==> src/design/wfra_pkg.sv <==
package wfra_pkg;

    localparam logic [2:0] ST_OK        = 3'd0;
    localparam logic [2:0] ST_EXT_FRAG  = 3'd1;
    localparam logic [2:0] ST_TOO_LARGE = 3'd2;
    localparam logic [2:0] ST_NOT_FOUND = 3'd3;
    localparam logic [2:0] ST_FULL      = 3'd4;

    localparam logic CMD_ALLOC = 1'b0;
    localparam logic CMD_FREE  = 1'b1;

    typedef enum logic [1:0] {
        SCAN_ALLOC,
        SCAN_OWNER,
        SCAN_HOLE
    } scan_mode_t;

    typedef struct packed {
        logic       accept;
        logic       scan_start;
        scan_mode_t mode;
        logic       commit_alloc;
        logic       commit_free;
        logic       not_found;
    } ctrl_cmd_t;

    typedef struct packed {
        logic scan_done;
        logic own_found;
    } dp_status_t;

endpackage

==> src/design/wfra_controller.sv <==
module wfra_controller (
    input  logic                clk,
    input  logic                rst_n,
    input  logic                start,
    input  logic                command,
    input  wfra_pkg::dp_status_t sts,
    output wfra_pkg::ctrl_cmd_t  cmd,
    output logic                busy
);

    typedef enum logic [1:0] {
        S_IDLE,
        S_ALLOC_SCAN,
        S_OWNER_SCAN,
        S_HOLE_SCAN
    } state_t;

    state_t state_reg;
    state_t state_next;
    logic   busy_reg;
    logic   busy_next;

    always_comb
    begin
        cmd          = '0;
        cmd.mode     = wfra_pkg::SCAN_ALLOC;
        state_next   = state_reg;
        busy_next    = busy_reg;
        case (state_reg)
            S_IDLE:
            begin
                if (start)
                begin
                    cmd.accept     = 1'b1;
                    cmd.scan_start = 1'b1;
                    busy_next      = 1'b1;
                    if (command == wfra_pkg::CMD_ALLOC)
                    begin
                        cmd.mode   = wfra_pkg::SCAN_ALLOC;
                        state_next = S_ALLOC_SCAN;
                    end
                    else
                    begin
                        cmd.mode   = wfra_pkg::SCAN_OWNER;
                        state_next = S_OWNER_SCAN;
                    end
                end
            end
            S_ALLOC_SCAN:
            begin
                if (sts.scan_done)
                begin
                    cmd.commit_alloc = 1'b1;
                    busy_next        = 1'b0;
                    state_next       = S_IDLE;
                end
            end
            S_OWNER_SCAN:
            begin
                if (sts.scan_done)
                begin
                    if (sts.own_found)
                    begin
                        cmd.scan_start = 1'b1;
                        cmd.mode       = wfra_pkg::SCAN_HOLE;
                        state_next     = S_HOLE_SCAN;
                    end
                    else
                    begin
                        cmd.not_found = 1'b1;
                        busy_next     = 1'b0;
                        state_next    = S_IDLE;
                    end
                end
            end
            S_HOLE_SCAN:
            begin
                if (sts.scan_done)
                begin
                    cmd.commit_free = 1'b1;
                    busy_next       = 1'b0;
                    state_next      = S_IDLE;
                end
            end
            default:
            begin
                busy_next  = 1'b0;
                state_next = S_IDLE;
            end
        endcase
    end

    always_ff @(posedge clk or negedge rst_n)
    begin
        if (!rst_n)
        begin
            state_reg <= S_IDLE;
            busy_reg  <= 1'b0;
        end
        else
        begin
            state_reg <= state_next;
            busy_reg  <= busy_next;
        end
    end

    assign busy = busy_reg;

endmodule

==> config.mk <==
export PLATFORM = sky130hd
export DESIGN_NAME = wfra_controller
export DESIGN_NICKNAME = d
export VERILOG_FILES = /design/src/design/wfra_pkg.sv /design/src/design/wfra_controller.sv
export SDC_FILE = /design/constraint.sdc
export NUM_CORES = 1
export LEC_CHECK = 0
export BUFFER_PORTS_ARGS = -buffer_cell sky130_fd_sc_hd__buf_2
export CORE_AREA = 2 2 39 41
export CTS_CLUSTER_DIAMETER = 80
export DETAILED_ROUTE_END_ITERATION = 8
export DIE_AREA = 0 0 41 43
export PLACE_DENSITY_LB_ADDON = 0.1
export SETUP_SLACK_MARGIN = 0.4
export SYNTH_ARGS = -nofsm -noshare
export SYNTH_HDL_FRONTEND = slang
export SYNTH_SLANG_ARGS = --single-unit
export TNS_END_PERCENT = 20
==> constraint.sdc <==
create_clock -name clk -period 1.3 [get_ports clk]
set_clock_uncertainty 0.15 [all_clocks]
set_input_delay 0.065 -clock clk [delete_from_list [all_inputs] [get_ports clk]]
set_output_delay 0.065 -clock clk [all_outputs]
set_load 0.02 [all_outputs]
==> impl_metrics.csv <==
group,metric,value,unit
die,initial_utilization,0.1591,
clock_network,clkSlewWorstSetupHoldPaths,0.03,ns
clock_network,cts_root_buffer,"clkbuf_4",
timing,period_minus_slack,1.387,ns
critical_path,critical_path.most_common_cell,"buf_4",
synthesis,synth_edf_count,0,
synthesis,synth_area_leader_cell,"dfrtp_1",
global_route,grt_first_pass_wirelength,1055,um
detailed_routing,drtAntennaViolNets,0,
synthesis,synthTopCellsByCount,"3 x dfrtp_1, 3 x nor2_1, 2 x nand2b_1",
clock_network,clockBufferDepth,2,
detailed_routing,drt-total-wl,636,um
synthesis,yosys_most_used_dff,"dfrtp_1",
placement,dp_hpwl,482.9,um
synthesis,ys_ff_latch,3,
clock_network,cts_inserted_buffers,3,
detailed_routing,num_vias,263,
global_route,grt_pass1_vias,225,
global_route,grt_overflow,0,
detailed_routing,via_per_inst,4.383,
cells_and_area,drive_gt1_frac,0.6136,
timing,finalCritPeriodShare,1.067,
timing,grt_setup_unrepaired,"true",
synthesis,ys_types,19,
timing,setup_violations,8,
cells_and_area,fin_area,402.9,um2
placement,port_buffers,13,
timing,tns,-0.4087,ns
power_and_ir_drop,ir_drop,0.0005957,V
cells_and_area,final_util,0.2911,
synthesis,synth_top_area_frac,0.3409,
outcome,run_status,"finished, violations left",
critical_path,r2r_cells,3,
cells_and_area,antenna_cells,0,
detailed_routing,drt_first_pass_iters,2,
power_and_ir_drop,leakagePower,0.1886,nW
timing,hold_ws,-0.02801,ns
die,ioPinCount,14,
worst_hold_path,hold_path.class,"in -> reg",
outcome,failed_checks,"negative hold slack, negative setup slack",
clock_network,tritoncts,"yes",
die,die_area,0.001763,mm2
critical_path,worst-path-buf-inv,2,
critical_path,path_cells,"buf_4, nor3b_2, buf_4",
critical_path,path_class,"reg -> out",
worst_hold_path,hp-start,"command",
run,maxCapViolCount,0,
global_route,grt_max_degree,7,
clock_network,clkSinkCount,3,
synthesis,ys_seq_area_frac,0.3409,
cells_and_area,nets,51,
timing,setup_slack,-0.08652,ns
power_and_ir_drop,total_power,0.8692,mW
die,core,0.001384,mm2
worst_hold_path,hold_depth,3,
cells_and_area,n_fill_cell,150,
synthesis,avgSynthCellArea,9.175,um2
clock_network,insertion_delay,0.23,ns
critical_path,cpPeakStageDelay,0.44,ns
detailed_routing,post-route-drc-count,0,
timing,slew_violations,0,
synthesis,async_flop_share,1.000,
global_route,track_usage,0.09118,
die,die_w,41,um
power_and_ir_drop,power_density,2157,mW/mm2
critical_path,cp-end-kind,"output port",
critical_path,crit_start,"state_reg[0]",
detailed_routing,drt_iter0_markers,5,
critical_path,critical_path.top_delay_family,"flip-flops",
cells_and_area,area.growth.synth_to_final,82.95,%
clock_network,cts_hold_buf,1,
critical_path,worst-path-stages,3,
timing,final-hold-violation-count,1,
placement,dpl_cell_area,312.8,um2
timing,max_slew_margin,0.8197,
die,die_y,43,um
die,core.rowCount,14,
synthesis,netlist_area,220.2,um2
critical_path,required,1.09,ns
critical_path,critPathMaxFanout,6,
synthesis,synthTopCellsByArea,"dfrtp_1 34%, nor4bb_4 11%, nand2b_1 5.7%, nor2_1 5.1%, a311o_1 4.5%",
synthesis,syn_nets,30,
critical_path,startpoint_type,"register",
critical_path,worstReg2RegStart,"state_reg[1]",
clock_network,ctsHtreeMaxLevel,1,
synthesis,yosysWarnings,0,
detailed_routing,wl_per_cell,10.60,um
timing,tightest_slew,0.2670,ns
global_route,grt_antenna_before_repair,0,
timing,max_freq,721.2,MHz
placement,place.gp.congestion,0.7116,
cells_and_area,largest_reg_flops,2,
critical_path,critical_path_arrival,1.17,ns
critical_path,slowest_stage,"dfrtp_2",
synthesis,synth_cells,24,
## through the flow
stage,std cells,worst slack [ns]
global placement,53,0.04379
CTS,60,-0.1022
global route,60,-0.1455
finish,60,-0.08652
detailed placement,53,0.03041
floorplan,24,0.006784
## layout make-up
type                       count  area (um2)  area share
multi-input combinational     19       158.9      0.3944
sequential                     3       77.57      0.1925
inverter                       1       3.754    0.009317
timing repair buffer          17       116.4      0.2888
tap                           16       20.02     0.04969
clock buffer                   4       26.28     0.06522
## timing repair
action                                  in CTS  in global routing
setup buffers                                2                  0
resized for setup                           11                  4
endpoints found under the setup margin      11                 11
endpoints found under the hold margin        4                  1
pin swaps                                    2                  0
## placed cells by master, fill, tap and decap left out
cell,count
buf_2,7
dfrtp_2,2
or3b_1,1
and2_1,1
nor2_2,1
nand2b_4,1
nor2_1,2
nor3b_2,1
nor2b_1,1
a31oi_1,1
dlygate4sd3_1,1
nor4bb_4,1
nand2_2,1
buf_4,8
a21oi_1,1
dfrtp_1,1
a311o_1,1
inv_1,1
nand2b_1,1
clkbuf_4,3
buf_6,1
nor3_2,1
nand3_1,1
and2b_1,1
nand3b_1,1
o311ai_0,1
clkbuf_1,1
## worst register-to-register path, stage by stage (launching register included)
cell     delay [ns]
dfrtp_2        0.45
buf_2          0.16
or3b_1         0.37
a31oi_1        0.13
## final timing paths
check | end | slack (ns)
max | cmd[4] | -0.09
min | state_reg[0] | -0.03
max reg2reg | state_reg[0] | -0.05
min reg2reg | busy | 0.44
max in group asynchronous | state_reg[0] | 0.88
min in group asynchronous | busy | 0.01
## where the power goes
part           internal [mW]  leakage (nW)  switching [mW]
registers              0.149        0.0334          0.0902
clock network          0.115        0.0150          0.0478
logic                  0.241         0.140           0.227
## kinds of logic (layout without fill, tap and decap cells)
family / after synthesis / in the layout / share of synthesized area
compound gates: 4 / 4 / 0.1364
buf+inv: 2 / 22 / 0.03973
flops: 3 / 3 / 0.3409
simple gates: 15 / 15 / 0.4829
## metal layers
layer | wire length [um] | GRT usage | up-vias
li1 | - | - | 128
met1 | 290 | 0.1150 | 123
met2 | 288 | 0.1250 | 12
met3 | 57 | 0.04712 | 0
met4 | 0 | 0.04000 | 0
met5 | 0 | 0 | -
No activity file was read; power rests on OpenSTA's default activity.
